==> config.mk <==
export PLATFORM = sky130hd
export DESIGN_NAME = timer_bank_oneshot_periodic_unit
export DESIGN_NICKNAME = d
export VERILOG_FILES = /design/src/hw/rtl/tbop_pkg.sv /design/src/hw/rtl/timer_bank_oneshot_periodic_unit.sv /design/src/hw/rtl/tbop_store.sv /design/src/hw/rtl/tbop_due.sv
export SDC_FILE = /design/constraint.sdc
export NUM_CORES = 1
export LEC_CHECK = 0
export BUFFER_PORTS_ARGS = -buffer_cell sky130_fd_sc_hd__buf_4
export CORE_ASPECT_RATIO = 1.2
export CORE_MARGIN = 2
export CORE_UTILIZATION = 40
export CTS_CLUSTER_DIAMETER = 40
export CTS_CLUSTER_SIZE = 30
export DETAILED_ROUTE_END_ITERATION = 10
export PLACE_DENSITY_LB_ADDON = 0.3
export SLEW_MARGIN = 20
export SYNTH_ARGS = -nofsm -noshare
export SYNTH_HDL_FRONTEND = slang
export SYNTH_SLANG_ARGS = --single-unit
==> constraint.sdc <==
create_clock -name clock -period 18 [get_ports clock]
set_input_delay 1.8 -clock clock [delete_from_list [all_inputs] [get_ports clock]]
set_output_delay 1.8 -clock clock [all_outputs]
set_load 0.01 [all_outputs]
==> src/hw/rtl/tbop_pkg.sv <==
// ----------------------------------------------------------------------------
// tbop_pkg
// Shared types and constants for the one-shot / periodic timer bank.
// ----------------------------------------------------------------------------
package tbop_pkg;

   localparam int NUM_TIMERS = 8;
   localparam int IDX_W      = (NUM_TIMERS > 1) ? $clog2(NUM_TIMERS) : 1;
   localparam int CNT_W      = $clog2(NUM_TIMERS + 1);
   localparam int TIME_W     = 32;
   localparam int MASK_W     = 8;

   typedef enum logic [1:0] {
      CMD_TICK  = 2'd0,
      CMD_START = 2'd1,
      CMD_STOP  = 2'd2,
      CMD_QUERY = 2'd3
   } cmd_type;

   // write request into the base / period store
   typedef struct packed {
      logic              base_we;
      logic              period_we;
      logic [IDX_W-1:0]  addr;
      logic [TIME_W-1:0] base_data;
      logic [TIME_W-1:0] period_data;
   } store_wr_type;

endpackage

==> src/hw/rtl/timer_bank_oneshot_periodic_unit.sv <==
// ----------------------------------------------------------------------------
// timer_bank_oneshot_periodic_unit
// Bank of software timers with tick, start, stop and query commands.
// ----------------------------------------------------------------------------
// One request beat is taken at a time. Start, stop and query go from accept
// straight to ST_RESP; a tick first passes through ST_SWEEP, which reads one
// timer per cycle from the single read port of the base/period memory and
// checks it in the one shared expiry comparator. The result register lets
// the next request be accepted while a result waits. Base and period
// memories need no clearing: a timer that was never started is ignored.
// ----------------------------------------------------------------------------
module timer_bank_oneshot_periodic_unit
   import tbop_pkg::*;
(
   input  logic        clock,
   input  logic        reset,
   input  logic        req_tvalid,
   output logic        req_tready,
   // [1:0] command
   input  logic [1:0]  req_tuser,
   // [2:0] timer_index, [34:3] period_ticks, [35] repeat_req
   input  logic [39:0] req_tdata,
   output logic        rsp_tvalid,
   input  logic        rsp_tready,
   // [0] running, [1] expired, [9:2] expired_mask
   output logic [15:0] rsp_tdata
);

   typedef enum logic [1:0] {
      ST_IDLE,
      ST_SWEEP,
      ST_RESP
   } state_type;

   state_type         state_ff, state_in;
   logic [TIME_W-1:0] tick_ff, tick_in;
   logic [NUM_TIMERS-1:0] running_ff, running_in;
   logic [NUM_TIMERS-1:0] repeat_ff, repeat_in;
   logic [NUM_TIMERS-1:0] expired_ff, expired_in;
   logic [IDX_W-1:0]  slot_ff, slot_in;
   logic              slot_ok_ff, slot_ok_in;
   logic [CNT_W-1:0]  rd_cnt_ff, rd_cnt_in;
   logic              eval_vld_ff, eval_vld_in;
   logic [IDX_W-1:0]  eval_idx_ff, eval_idx_in;
   logic              rsp_tvalid_ff, rsp_tvalid_in;
   logic [15:0]       rsp_tdata_ff, rsp_tdata_in;

   cmd_type           req_cmd;
   logic [2:0]        req_index;
   logic [TIME_W-1:0] req_period;
   logic              req_repeat;
   logic [IDX_W-1:0]  req_slot;
   logic              req_ok;
   logic              req_fire;

   store_wr_type      store_wr;
   logic [IDX_W-1:0]  rd_addr;
   logic [TIME_W-1:0] rd_base;
   logic [TIME_W-1:0] rd_period;
   logic              due;
   logic [MASK_W-1:0] mask;

   assign req_cmd    = cmd_type'(req_tuser);
   assign req_index  = req_tdata[2:0];
   assign req_period = req_tdata[34:3];
   assign req_repeat = req_tdata[35];
   assign req_slot   = IDX_W'(req_index);
   assign req_ok     = (7'(req_index) < 7'(NUM_TIMERS));
   assign req_tready = (state_ff == ST_IDLE);
   assign req_fire   = req_tvalid && req_tready;

   tbop_store u_store (
      .clock     (clock),
      .wr        (store_wr),
      .rd_addr   (rd_addr),
      .rd_base   (rd_base),
      .rd_period (rd_period)
   );

   tbop_due u_due (
      .now    (tick_ff),
      .base   (rd_base),
      .period (rd_period),
      .due    (due)
   );

   always_comb begin
      mask = '0;
      for (int t = 0; t < MASK_W; t++) begin
         if (t < NUM_TIMERS) begin
            mask[t] = expired_ff[t];
         end
      end
   end

   always_comb begin
      state_in      = state_ff;
      tick_in       = tick_ff;
      running_in    = running_ff;
      repeat_in     = repeat_ff;
      expired_in    = expired_ff;
      slot_in       = slot_ff;
      slot_ok_in    = slot_ok_ff;
      rd_cnt_in     = rd_cnt_ff;
      eval_vld_in   = 1'b0;
      eval_idx_in   = eval_idx_ff;
      rsp_tvalid_in = rsp_tvalid_ff && !rsp_tready;
      rsp_tdata_in  = rsp_tdata_ff;
      store_wr      = '0;
      rd_addr       = rd_cnt_ff[IDX_W-1:0];

      // finish check of the timer whose memory read came back this cycle
      if (eval_vld_ff) begin
         if (!running_ff[eval_idx_ff] || !due) begin
            expired_in[eval_idx_ff] = 1'b0;
         end else begin
            expired_in[eval_idx_ff] = 1'b1;
            if (repeat_ff[eval_idx_ff]) begin
               store_wr.base_we   = 1'b1;
               store_wr.addr      = eval_idx_ff;
               store_wr.base_data = tick_ff;
            end else begin
               running_in[eval_idx_ff] = 1'b0;
            end
         end
      end

      unique case (state_ff)
         ST_IDLE: begin
            if (req_fire) begin
               slot_in    = req_slot;
               slot_ok_in = req_ok;
               state_in   = ST_RESP;
               unique case (req_cmd)
                  CMD_TICK: begin
                     tick_in   = tick_ff + 1'b1;
                     rd_cnt_in = '0;
                     state_in  = ST_SWEEP;
                  end
                  CMD_START: begin
                     if (req_ok) begin
                        store_wr.base_we     = 1'b1;
                        store_wr.period_we   = 1'b1;
                        store_wr.addr        = req_slot;
                        store_wr.base_data   = tick_ff;
                        store_wr.period_data = req_period;
                        running_in[req_slot] = 1'b1;
                        repeat_in[req_slot]  = req_repeat;
                        expired_in[req_slot] = (req_period == '0);
                     end
                  end
                  CMD_STOP: begin
                     if (req_ok) begin
                        running_in[req_slot] = 1'b0;
                        expired_in[req_slot] = 1'b0;
                     end
                  end
                  CMD_QUERY: begin
                  end
                  default: begin
                  end
               endcase
            end
         end
         ST_SWEEP: begin
            // issue one read per cycle; the check follows in the next cycle
            if (rd_cnt_ff < CNT_W'(NUM_TIMERS)) begin
               eval_vld_in = 1'b1;
               eval_idx_in = rd_cnt_ff[IDX_W-1:0];
               rd_cnt_in   = rd_cnt_ff + 1'b1;
            end else begin
               state_in = ST_RESP;
            end
         end
         ST_RESP: begin
            if (!rsp_tvalid_ff || rsp_tready) begin
               rsp_tvalid_in = 1'b1;
               rsp_tdata_in  = {6'b0, mask,
                                slot_ok_ff && expired_ff[slot_ff],
                                slot_ok_ff && running_ff[slot_ff]};
               state_in      = ST_IDLE;
            end
         end
         default: begin
            state_in = ST_IDLE;
         end
      endcase
   end

   always_ff @(posedge clock) begin
      if (reset) begin
         state_ff      <= ST_IDLE;
         tick_ff       <= '0;
         running_ff    <= '0;
         repeat_ff     <= '0;
         expired_ff    <= '0;
         rd_cnt_ff     <= '0;
         eval_vld_ff   <= 1'b0;
         rsp_tvalid_ff <= 1'b0;
      end else begin
         state_ff      <= state_in;
         tick_ff       <= tick_in;
         running_ff    <= running_in;
         repeat_ff     <= repeat_in;
         expired_ff    <= expired_in;
         rd_cnt_ff     <= rd_cnt_in;
         eval_vld_ff   <= eval_vld_in;
         rsp_tvalid_ff <= rsp_tvalid_in;
      end
      slot_ff      <= slot_in;
      slot_ok_ff   <= slot_ok_in;
      eval_idx_ff  <= eval_idx_in;
      rsp_tdata_ff <= rsp_tdata_in;
   end

   assign rsp_tvalid = rsp_tvalid_ff;
   assign rsp_tdata  = rsp_tdata_ff;

`ifndef NO_ASSERTIONS
   a_tick_advance: assert property (@(posedge clock) disable iff (reset)
      req_fire && (req_cmd == CMD_TICK) |=> tick_ff == $past(tick_ff) + 1'b1)
      else $error("tick count did not advance on tick beat");

   a_sweep_bound: assert property (@(posedge clock) disable iff (reset)
      rd_cnt_ff <= CNT_W'(NUM_TIMERS))
      else $error("sweep counter ran past the bank");

   a_eval_in_sweep: assert property (@(posedge clock) disable iff (reset)
      eval_vld_ff |-> (state_ff == ST_SWEEP) || (state_ff == ST_RESP))
      else $error("timer check outside of a sweep");

   a_flags_hold_idle: assert property (@(posedge clock) disable iff (reset)
      (state_ff == ST_IDLE) && !req_fire |=> $stable(running_ff) && $stable(expired_ff))
      else $error("timer flags changed while idle");
`endif

endmodule

==> src/hw/rtl/tbop_store.sv <==
// ----------------------------------------------------------------------------
// tbop_store
// Base time and period memories, one write port and one registered read port.
// ----------------------------------------------------------------------------
module tbop_store
   import tbop_pkg::*;
(
   input  logic              clock,
   input  store_wr_type      wr,
   input  logic [IDX_W-1:0]  rd_addr,
   output logic [TIME_W-1:0] rd_base,
   output logic [TIME_W-1:0] rd_period
);

   logic [TIME_W-1:0] base_mem   [NUM_TIMERS];
   logic [TIME_W-1:0] period_mem [NUM_TIMERS];
   logic [TIME_W-1:0] rd_base_ff;
   logic [TIME_W-1:0] rd_period_ff;

   always_ff @(posedge clock) begin
      if (wr.base_we) begin
         base_mem[wr.addr] <= wr.base_data;
      end
      if (wr.period_we) begin
         period_mem[wr.addr] <= wr.period_data;
      end
   end

   always_ff @(posedge clock) begin
      rd_base_ff   <= base_mem[rd_addr];
      rd_period_ff <= period_mem[rd_addr];
   end

   assign rd_base   = rd_base_ff;
   assign rd_period = rd_period_ff;

endmodule

==> src/hw/rtl/tbop_due.sv <==
// ----------------------------------------------------------------------------
// tbop_due
// Shared expiry compare: elapsed time with wrapping subtract against period.
// ----------------------------------------------------------------------------
module tbop_due
   import tbop_pkg::*;
(
   input  logic [TIME_W-1:0] now,
   input  logic [TIME_W-1:0] base,
   input  logic [TIME_W-1:0] period,
   output logic              due
);

   logic [TIME_W-1:0] elapsed;

   assign elapsed = now - base;
   assign due     = (elapsed >= period);

endmodule

* Word level (Yosys, flattened, before mapping)
Memories as Yosys holds them, arrays and structs flattened. A register that Yosys moved wholly into a read port is not among the register bits.
Cells that the tools add are included.
** Word-level totals
- Bits in registers :: 80
- RAM bits :: 512
- Input port bits :: 46
- Output and inout port bits :: 18
- Logic and storage cells :: 113
- Memories :: 2
** Cells by class
- $add $sub $neg :: 3
- Magnitude comparators :: 7
- Eq/ne operators :: 9
- Multiplexer cells :: 50
- Bitwise logic cells :: 9
- Reduce and logical (&&, ||, !) cells :: 22
** Memories
- u_store.base_mem :: words 8, width 32, rd ports 1, clocked after memory_dff 1, write ports 1, line tbop_store.sv:15 : logic [TIME_W-1:0] base_mem [NUM_TIMERS];
- u_store.period_mem :: words 8, width 32, rd ports 1, clocked after memory_dff 1, write ports 1, line tbop_store.sv:16 : logic [TIME_W-1:0] period_mem [NUM_TIMERS];
** Operators with widths (count)
- 69-bit 2-to-1 mux :: 3
- 35-bit 2-to-1 mux :: 3
- 8-bit 2-to-1 mux :: 9
- 32-bit by 1-bit adder with 32-bit output (second input constant) :: 1
- 8-bit AND :: 4
- 32-bit greater-or-equal comparator :: 1
- 32-bit zero test :: 1
- 8-bit case mux with 2 select lines :: 2
- 32-bit subtractor :: 1
- 8-bit bitwise mux :: 2
- 1-bit 2-to-1 mux :: 16
- 8-bit NOT :: 2
- 8-bit OR :: 2
- 1-bit binary-select mux with 3-bit select :: 4
- 3-bit by 4-bit less-than comparator with 1-bit output (second input constant) :: 3
- 4-bit 2-to-1 mux :: 3
- 3-bit AND reduction :: 3
- 2-bit 2-to-1 mux :: 4
- 4-bit case mux with 2 select lines :: 1
- 1-bit demux with 3-bit select :: 2
- 3-bit by 1-bit greater-or-equal comparator with 1-bit output (second input constant) :: 2
- 2-bit != test (second input constant) :: 3
- 2-bit case mux with 3 select lines :: 1
- 2-bit AND reduction :: 3
- other kinds (13) :: 24

* Depth between registers and ports, before layout
Gate-level depths: netlist of the first run.
- Word-level depth :: 13
- Mapped depth :: 24
- Mapped depth without buffers :: 23

* Cells and area by module
Synthesis of the first run repeated with hierarchy kept, for this count alone.
** Second synthesis, totals
- Cell total of the unflattened synthesis :: 1741
- Area total of the unflattened synthesis :: 28035.6 µm²
** Modules (own cells, without submodules)
- tbop_store :: instances 1, cells each 826, area an instance 20589.7 µm², sequential area each 16656.0 µm²
- timer_bank_oneshot_periodic_unit :: instances 1, cells each 541, area an instance 4804.6 µm², sequential area each 1761.7 µm²
- tbop_due :: instances 1, cells each 374, area an instance 2641.3 µm², sequential area each 0.0 µm²

* Least setup slack after synthesis of the first run
OpenSTA, ideal clock, no wires.
- Kind :: register to register
- Start :: register tick_ff[0]
- End :: memory u_store.base_mem[0][0] (enable)
- Setup time :: 0.511 ns
- Arrival :: 7.575 ns
- Data required time :: 17.489 ns
- Setup slack :: 9.914 ns
- Stages on the path, launching flop included :: 22
- Path buffers :: 1
- Period minus slack after synthesis :: 8.086 ns
- Path through :: dfxtp_1 inv_1 ha_1 inv_1 fa_1 a211oi_1 o21ai_2 a311oi_2 or3_1 o211a_1 a21oi_2 a211oi_2 a21oi_1 xor2_1 ha_1 nand4_1 or3_1 a211o_1 o21ai_2 buf_2 nand3_1 o41ai_1
** On the way
- Word-level cells in the longest chain between the ends :: 11
- Elaborated cells between the ends (all ways) :: 13
- Classes of those cells :: 1 x add/sub; 1 x order compare; 9 x mux; 2 x reduce/logical
** RTL lines
- start: declaration :: line timer_bank_oneshot_periodic_unit.sv:36 : logic [TIME_W-1:0] tick_ff, tick_in;
- start signal: assignment :: line timer_bank_oneshot_periodic_unit.sv:202 : tick_ff <= tick_in;
- 32-bit subtractor * :: line tbop_due.sv:16 : assign elapsed = now - base;
- 32-bit greater-or-equal comparator * :: line tbop_due.sv:17 : assign due = (elapsed >= period);
- 1-bit zero test * :: line timer_bank_oneshot_periodic_unit.sv:114 : if (!running_ff[eval_idx_ff] || !due) begin
- 1-bit logical OR * :: line timer_bank_oneshot_periodic_unit.sv:114
- 1-bit 2-to-1 mux :: line timer_bank_oneshot_periodic_unit.sv:114
- 1-bit 2-to-1 mux :: line timer_bank_oneshot_periodic_unit.sv:113 : if (eval_vld_ff) begin
- 69-bit 2-to-1 mux :: line timer_bank_oneshot_periodic_unit.sv:134 : unique case (req_cmd)
- 69-bit 2-to-1 mux :: line timer_bank_oneshot_periodic_unit.sv:130 : if (req_fire) begin
- 69-bit 2-to-1 mux * :: line timer_bank_oneshot_periodic_unit.sv:128 : unique case (state_ff)
- 1-bit 2-to-1 mux :: line tbop_store.sv:21 : if (wr.base_we) begin
- 1-bit 2-to-1 mux (not written as such) :: line tbop_store.sv:22 : base_mem[wr.addr] <= wr.base_data;
- end: declaration :: line tbop_store.sv:15
Every way passes the cells marked *; elsewhere a longest branch is shown, timed or not.

* Final worst setup path of the first run
- Start :: register tick_ff[0]
- End :: memory u_store.base_mem[0][27] (enable)
The elaborated chain is that of the path after synthesis.

==> results of run 1 <==
==> critical path, delay by kind of cell (launching register included) <==
family / cells / cell delay, ns
xor gates and xnor gates: 1 / 0.17
DFF: 1 / 0.36
and+or+nand+nor: 4 / 1.60
buffers and inverters: 3 / 0.70
adders and majority gates: 3 / 0.88
AOI/OAI and AO/OA: 10 / 3.01
==> worst max-delay path by stage <==
stage	start	end	slack [ns]	cells after the start
6_report	tick_ff[0]	u_store.base_mem[0][27]	10.87	21
2_1_floorplan	tick_ff[0]	u_store.base_mem[0][0]	9.91	21
5_1_grt	tick_ff[0]	u_store.base_mem[0][30]	10.50	21
3_5_place_dp	tick_ff[0]	u_store.base_mem[0][25]	10.85	21
3_3_place_gp	tick_ff[0]	u_store.base_mem[0][30]	10.96	21
4_1_cts	tick_ff[0]	u_store.base_mem[0][27]	10.83	21
==> layout by cell type (no fill, tap or decap), drive strengths merged, types with 5 or more instances in the layout <==
master,synthesis,layout
a211oi,16,16
a21o,20,20
a21oi,48,48
a22oi,7,7
and2,36,36
and3,15,15
buf,29,80
clkbuf,44,64
clkinv,0,15
conb,1,6
dfxtp,128,128
edfxtp,528,528
ha,68,68
inv,78,107
mux2,69,69
mux4,134,134
nand2,67,67
nand2b,11,11
nand3,24,24
nand3b,5,5
nand4,12,12
nor2,97,97
nor2b,37,37
nor3,18,18
nor3b,6,6
nor4,10,10
nor4b,5,5
o21a,11,11
o21ai,34,34
or3,10,10
xnor2,28,28
xor2,27,27
==> power groups by stage <==
| stage | combinational (mW) | sequential [mW] | clock, mW |
|---|---|---|---|
| final | 0.0806 | 1.64 | 1.38 |
| after global routing | 0.0882 | 1.64 | 1.47 |
| after floorplan | 0.0538 | 1.68 | 0 |
| after CTS | 0.0822 | 1.64 | 1.41 |
| after global placement | 0.0807 | 1.68 | 0 |
| after detailed placement | 0.0818 | 1.68 | 0 |
==> cells by family (layout without fill, tap and decap cells) <==
kind of cell | after synthesis | count (layout)
AND/OR/NAND/NOR | 360 | 360
multiplexers | 205 | 205
other | 1 | 6
buffers and inverters | 151 | 274
XOR/XNOR | 55 | 55
flip-flops | 656 | 656
adder cells (fa/ha/maj) | 69 | 69
AO/OA/AOI/OAI | 177 | 177
==> registers in the layout, indices dropped and copies added, names as in the netlist, 10 cells and up <==
signal / flops
tick_ff: 32
u_store.rd_base: 32
rsp_tdata: 10
u_store.period_mem: 256
u_store.base_mem: 256
u_store.rd_period: 32
==> area by class of cell <==
class	instances	area [sq um]
Clock inverter	52	671
Inverter	78	293
Tap cell	901	1130
Sequential cell	656	18400
Timing Repair Buffer	80	601
Multi-Input combinational cell	872	8410
Clock buffer	64	1550
Fill cell	5721	36200
==> routing by layer <==
metal  GRT usage  vias to the layer above  wire [um]
li1            -                     6600          -
met1       0.210                     7368      24600
met2       0.282                      295      28700
met3      0.0218                       97       1950
met4      0.0501                        0       1490
met5           0                        -          0
==> metrics.txt, run 1 <==
status=finished, final reports clean; IO Count=64; top cells by count, synth=528 x edfxtp_1, 134 x mux4_2, 128 x dfxtp_1; Max Fclk=140 MHz; Setup crit end kind=register; r2r startpoint=tick_ff[0]; Final GP Congestion=0.839; first-pass GRT wire length=87.9 mm; critical path required time=18.27 ns; asr flop ratio synth=0; vias in the first global route=14,900; Net Sw Frac=0.227; setup violators final=0; skew final=0.0228 ns; post-route setup slack=10.87 ns; RR Endpoint=u_store.base_mem[0][27]; DR pass1 iterations=5; final period demand of the worst path=7.13 ns; row count=104; detailed placer's ending HPWL=33.2 mm; Die Area=70,300 sq um; Setup Buffers After CTS=0; switching power=0.706 mW; fin nets=1,864; Clock Latency Late Sink=0.64 ns; Simple-Gate Fraction of Synth Area=0.0681; CTS tree=built; max cap viols=0; Hold Path Sink=repeat_ff[1]; via count=14,400; Starting Density=0.406; initial antenna violation count=0; Least-Margin Pin Slew=1.11 ns; GR Overflow Total=0; Synth area leader=edfxtp_1; post-synthesis mux area share=0.140; largest family of logic cells by synthesized area=multiplexers; synthesized area per cell=16.3 sq um; Comb pwr share=0.026; LEAKAGE=9.83 nW; post-route insts no fill=2,703; synthesized area=27,300 sq um; crit path max fanout=32; Post-synth EDFFs=528; final instance area=31,100 sq um; Worst VDD drop=0.0000904 V; unrepaired setup endpoints after global routing=no; Adder-Cell Fraction of Synth Area=0.0319; Die X=242 um; R2R depth=21; slowest CP cell=nand3_1; cell internal pwr=2.40 mW; register bit count reported by yosys=656; Routed WL=56.7 mm; CTS Buf Count=61; most frequent cell after synthesis=edfxtp_1; DP Area=28,900 sq um; post-synthesis compound-gate area fraction=0.0451; Slew headroom=0.253; WP data arrival=7.39 ns; Synth Instances=1,674; worst setup path class=register to register; Layout area overhead=13.9%; sequential share of power=0.529; Synth Area in XOR/XNOR=0.0177; Slew Viols, Final=0; Hold Crit Class=register to register; largest net degree at the start of global routing=69; Routed Antenna Nets=0; power density cells=100 nW/um^2; # DRC=0; Place WS=10.85 ns; ranking of synthesized cells by area=edfxtp_1 58%, mux4_2 11%, dfxtp_1 9.4%, ha_1 3.1%, mux2_2 2.8%; # diodes=0; R2R Setup Slk=10.87 ns; post-synth top area share=0.581; root buffer cell=clkbuf_16; H-tree Lvls=2; clk buf depth=3; final hold viol count=0; critical path cell sequence=inv_1, ha_1, inv_1, fa_1, a211oi_1, o21ai_2, a311oi_2, or3_1, o211a_1, a21oi_2, a211oi_2, a21oi_1, xor2_1, ha_1, nand4_1, or3_1, a211o_1, o21ai_2, nand3_1, o41ai_2, buf_4; CTS Sinks=656; Setup TNS=0 ns; ys flop type=edfxtp_1; placed cells=2,587; initial DRC count=880; post-synthesis sequential area ratio=0.675; gr usage total=0.162; DR WL/cell=21.0 um; hold path cells=2; CTS Hold Bufs=0; slowest stage delay, CP=0.76 ns; post-layout util=0.462; share of cells above drive strength 1=0.239; Ys Warns=0; DIE HEIGHT=290 um; Final period util=0.396; core box area=67,300 sq um; cts repair resizes=0; Final Total Pwr=3.11 mW; crit start category=register; Hold Slack=0.459 ns; Yosys cell types=70; Clock Pin Slew Worst Setup and Hold Paths=0.08 ns; min-delay src=repeat_ff[1]; Vias/cell=5.31; Clock power frac=0.445; IO Port Bufs=53
No activity file was read; power rests on OpenSTA's default activity.
==> run 2: changes to the inputs <==
==> constraint.sdc (replaced) <==
create_clock -name clock -period 7.1 [get_ports clock]
set_input_delay 0.71 -clock clock [delete_from_list [all_inputs] [get_ports clock]]
set_output_delay 0.71 -clock clock [all_outputs]
set_load 0.01 [all_outputs]
==> run 2 against run 1 <==
  * Sequential share of layout area down 0.43 points
  * Via count down 0.74%
  * Die area unchanged
  * Cell area up 0.72%
  * Register-to-register slack worse by 9.8 ns
==> metrics.txt, run 2 (synthesis results as in run 1) <==
cts repair resizes=0 (unchanged); Layout area overhead=14.7%; detailed placer's ending HPWL=33.0 mm (-0.67%); max cap viols=0 (unchanged); final period demand of the worst path=6.04 ns (-1.09 ns); IO Count=64 (unchanged); worst setup path class=register to register; Max Fclk=166 MHz (+18%); DIE HEIGHT=290 um (unchanged); row count=104 (unchanged); gr busiest metal=met2; Vias/cell=5.26 (-0.99%); critical path cell sequence=inv_1, ha_1, inv_1, fa_1, a211oi_1, o21ai_2, a311oi_2, or3_1, o211a_1, a21oi_2, a211oi_2, a21oi_1, xor2_1, ha_1, nand4_1, or3_1, a211o_1, o21ai_2, buf_4, nand3_1, buf_4, o22ai_4, buf_4; GR Overflow Total=0 (unchanged); commonest non-fill, non-tap cell in the layout=edfxtp_1; share of cells above drive strength 1=0.240 (+0.00129); # DRC=0 (unchanged); Final GP Congestion=0.840 (about the same); critical path required time=7.33 ns (-10.94 ns); Setup Buffers After CTS=0 (unchanged); Slew headroom=0.347 (+0.0944); core box area=67,300 sq um (unchanged); CTS Sinks=656 (unchanged); final hold viol count=0 (unchanged); crit path max fanout=32 (unchanged); Setup TNS=0 ns (unchanged); Routed WL=55.9 mm (-1.5%); initial DRC count=789 (-10%); met1 Track Usage GR=0.204 (-0.00677); LEAKAGE=9.89 nW (+0.60%); setup violators final=0 (unchanged); Hold Slack=0.389 ns (-0.0700 ns); CTS Buf Count=66 (+8.2%); crit start category=register; Worst VDD drop=0.000238 V (+160%); unrepaired setup endpoints after global routing=no; Least-Margin Pin Slew=0.977 ns (-0.134 ns); Die Area=70,300 sq um (unchanged); Final Total Pwr=8.01 mW (+160%); most frequent cells in the layout=528 x edfxtp_1, 134 x mux4_2, 125 x dfxtp_1, 93 x nor2_1, 78 x inv_1; Slew Viols, Final=0 (unchanged); # diodes=0 (unchanged); IO Port Bufs=53 (unchanged); clk buf depth=3 (unchanged); Die X=242 um (unchanged); DR WL/cell=20.6 um (-1.7%); slowest CP cell=buf_4; DR pass1 iterations=4 (-1); fin nets=1,871 (+0.38%); biggest regs=u_store.base_mem (256), u_store.period_mem (256); WP data arrival=6.26 ns (-1.13 ns); skew final=0.0350 ns (+0.0122 ns); Routed Antenna Nets=0 (unchanged); met2 Use GR=0.278 (-0.00335); initial antenna violation count=0 (unchanged); Hold Crit Class=primary input to register; post-route insts no fill=2,710 (+0.26%); Most Frequent Cell on Critical Path=buf_4; post-route setup slack=1.06 ns (-9.81 ns); H-tree Lvls=3 (+1); Setup crit end kind=register; Final period util=0.850 (+0.454); gr usage total=0.160 (-0.00239); via count=14,300 (-0.74%); status=finished, final reports clean; largest net degree at the start of global routing=58 (-16%); Starting Density=0.406 (unchanged); power density cells=256 nW/um^2 (+160%); vias in the first global route=14,900 (-0.21%); slowest stage delay, CP=0.51 ns (-0.25 ns); Clock Latency Late Sink=0.61 ns (-0.03 ns); Clock Pin Slew Worst Setup and Hold Paths=0.06 ns (-0.02 ns); root buffer cell=clkbuf_16; CTS tree=built; met3 Use GR=0.0248 (+0.00296); placed cells=2,589 (+0.077%); Place WS=1.11 ns (-9.74 ns); first-pass GRT wire length=86.3 mm (-1.8%); CTS Hold Bufs=0 (unchanged)
[run 2: changes by cell type in the layout (fill, tap and decap cells not counted), sizes merged]
| cell | previous run | this run |
|---|---|---|
| inv | 107 | 100 |
| clkbuf | 64 | 75 |
| buf | 80 | 82 |
| clkinv | 15 | 17 |
| bufinv | 4 | 3 |
[run 2: area by class of cell]
type                       count  area (sq um)
clock buffer                  75          1800
clock inverter                46           533
fill                        5706         36000
inverter                      78           293
multi-input combinational    872          8420
sequential                   656         18400
tap                          901          1130
timing repair buffer          82           703
[run 2: worst paths after layout]
check                             startpoint                 endpoint  slack (ns)  depth (start not counted)
worst max-delay path              tick_ff[0]  u_store.base_mem[5][31]        1.06                         23
worst min-delay path            req_tdata[1]               slot_ff[1]        0.39                          1
worst max register to register    tick_ff[0]  u_store.base_mem[5][31]        1.06                         23
worst min register to register  repeat_ff[0]             repeat_ff[0]        0.47                          2
[run 2: layer usage]
metal / up-vias / wire, um
met2: 301 / 28600
met3: 78 / 2240
met4: 0 / 1250
met1: 7255 / 23800
met5: - / 0
li1: 6620 / -
[run 2: power breakdown]
part,internal [mW],switching (mW)
Sequential,4.15,0.0222
Clock,2.03,1.60
Combinational,0.0860,0.114
[run 2: per-stage QoR]
stage / utilization / area [sq um]
2_1_floorplan: - / 27300
3_3_place_gp: 0.431 / 29000
3_5_place_dp: 0.431 / 29000
4_1_cts: 0.465 / 31300
5_1_grt: 0.465 / 31300
6_report: 0.465 / 31300
[run 2: worst max-delay path: cells and delay by family, from the launching register on]
kind                       cells  cell delay [ns]
adders and majority gates      3             0.89
xor gates and xnor gates       1             0.15
AOI/OAI and AO/OA             10             2.11
buffers and inverters          5             1.15
DFF                            1             0.35
and+or+nand+nor                4             0.96
==> run 3: changes to the inputs <==
--- a/config.mk
+++ b/config.mk
@@ -6,7 +6,7 @@
 export NUM_CORES = 1
 export LEC_CHECK = 0
 export BUFFER_PORTS_ARGS = -buffer_cell sky130_fd_sc_hd__buf_4
-export CORE_ASPECT_RATIO = 1.2
+export CORE_ASPECT_RATIO = 0.8
 export CORE_MARGIN = 2
 export CORE_UTILIZATION = 40
 export CTS_CLUSTER_DIAMETER = 40
==> run 3 against run 2 <==
  * Count of clock-buffer cells in the layout is 1 higher
  * Largest power group unchanged
  * Combinational power is 2% higher
  * Core utilization is 0.10 points higher
  * Sequential power hardly changed
  * Worst hold slack better by 0.0052 ns
==> metrics.txt, run 3 (synthesis results as in run 1) <==
Die X=296 um (+22%); Final GP Congestion=0.854 (+1.8%); skew final=0.0289 ns (-0.00605 ns); Routed Antenna Nets=0 (unchanged); max cap viols=0 (unchanged); initial DRC count=1,242 (+57%); DR WL/cell=21.1 um (+2.2%); placed cells=2,596 (+0.27%); row count=85 (-18%); Routed WL=57.4 mm (+2.7%); vias in the first global route=14,900 (-0.047%); WP data arrival=6.33 ns (+0.07 ns); final period demand of the worst path=6.05 ns (+0.0117 ns); initial antenna violation count=2 (+2); worst setup path class=register to register; commonest non-fill, non-tap cell in the layout=edfxtp_1; Least-Margin Pin Slew=1.04 ns (+0.0620 ns); H-tree Lvls=3 (unchanged); DR pass1 iterations=5 (+1); core box area=67,400 sq um (+0.23%); final hold viol count=0 (unchanged); IO Port Bufs=53 (unchanged); Die Area=70,300 sq um (about the same); CTS Sinks=656 (unchanged); Filler cells=5,776 (+1.2%); CTS Buf Count=69 (+4.5%); Max Fclk=165 MHz (-0.19%); Starting Density=0.405 (-0.000918); first-pass GRT wire length=87.8 mm (+1.8%); post-layout util=0.466 (+0.00104); Slew headroom=0.302 (-0.0458); fin nets=1,869 (-0.11%); gr usage total=0.165 (+0.00569); hold path cells=3 (+2); clk buf depth=3 (unchanged); LEAKAGE=9.95 nW (+0.64%); cts repair resizes=0 (unchanged); Final period util=0.852 (+0.00165); unrepaired setup endpoints after global routing=no; # diodes=0 (unchanged); DIE HEIGHT=238 um (-18%); Clock Pin Slew Worst Setup and Hold Paths=0.07 ns (about the same); Vias/cell=5.34 (+1.5%); post-route insts no fill=2,724 (+0.52%); crit start category=register; status=finished, final reports clean; Setup crit end kind=register; GR Overflow Total=0 (unchanged); Slew Viols, Final=0 (unchanged); most frequent cells in the layout=528 x edfxtp_1, 134 x mux4_2, 125 x dfxtp_1, 93 x nor2_1, 78 x inv_1; R2R depth=23 (unchanged); share of cells above drive strength 1=0.244 (+0.00305); CTS Hold Bufs=0 (unchanged); Worst VDD drop=0.000202 V (-15%); CTS tree=built; Setup Buffers After CTS=0 (unchanged); Setup TNS=0 ns (unchanged); IO Count=64 (unchanged); # DRC=0 (unchanged); setup violators final=0 (unchanged); detailed placer's ending HPWL=32.8 mm (-0.43%); via count=14,500 (+2.0%); power density cells=261 nW/um^2 (+1.9%); Hold Crit Class=primary input to register; largest net degree at the start of global routing=106 (+83%); Clock Latency Late Sink=0.61 ns (about the same); biggest regs=u_store.base_mem (256), u_store.period_mem (256); Layout area overhead=15.2%; critical path required time=7.38 ns (+0.05 ns); root buffer cell=clkbuf_16; crit path max fanout=32 (unchanged)
==> run 3: worst paths after layout <==
path | from | to | slack (ns)
setup / recovery | tick_ff[0] | u_store.base_mem[1][18] | 1.05
hold / removal | rsp_tready | rsp_tvalid | 0.39
setup reg to reg | tick_ff[0] | u_store.base_mem[1][18] | 1.05
hold reg to reg | repeat_ff[1] | repeat_ff[1] | 0.47
==> run 3: stage by stage <==
step | hold slack, ns | area (sq um) | total power, mW | setup WS [ns]
floorplan | 0.419 | 27300 | 4.38 | 0.0442
global placement | 0.442 | 29000 | 4.46 | 1.13
detailed placement | 0.455 | 29000 | 4.46 | 1.10
CTS | 0.363 | 31400 | 8.28 | 1.08
global route | 0.373 | 31400 | 8.45 | 0.745
finish | 0.395 | 31400 | 8.20 | 1.05
==> run 3: critical path: stages (launching register included) <==
cell and delay (ns):
dfxtp_1 0.34, inv_1 0.08, ha_1 0.16, inv_1 0.05, fa_1 0.43, a211oi_1 0.37, o21ai_2 0.14, a311oi_2 0.37
or3_1 0.23, o211a_1 0.25, a21oi_2 0.09, a211oi_2 0.28, a21oi_1 0.11, xor2_1 0.16, ha_1 0.30, nand4_1 0.11
or3_1 0.46, a211o_1 0.31, o21ai_2 0.12, buf_4 0.25, nand3_1 0.26, buf_4 0.33, o21ai_4 0.18, buf_12 0.28
==> run 3: layout make-up <==
| type | count | area, sq um | share of cell area |
|---|---|---|---|
| sequential | 656 | 18400 | 0.586 |
| multi-input combinational | 872 | 8420 | 0.268 |
| clock buffer | 76 | 1830 | 0.0581 |
| tap | 913 | 1140 | 0.0363 |
| timing repair buffer | 77 | 691 | 0.0220 |
| clock inverter | 52 | 641 | 0.0204 |
| inverter | 78 | 293 | 0.00931 |
==> run 3: where the power goes <==
group / internal, mW / switching, mW
Combinational: 0.0860 / 0.118
Clock: 2.15 / 1.67
Sequential: 4.15 / 0.0214
Total: 6.39 / 1.81
==> run 3: routing by layer <==
| layer | vias up | GRT usage | wire, um |
|---|---|---|---|
| met5 | - | 0 | 13 |
| met4 | 2 | 0.0510 | 1300 |
| met3 | 97 | 0.0309 | 3020 |
| met2 | 342 | 0.257 | 26700 |
| met1 | 7477 | 0.236 | 26400 |
| li1 | 6628 | - | - |
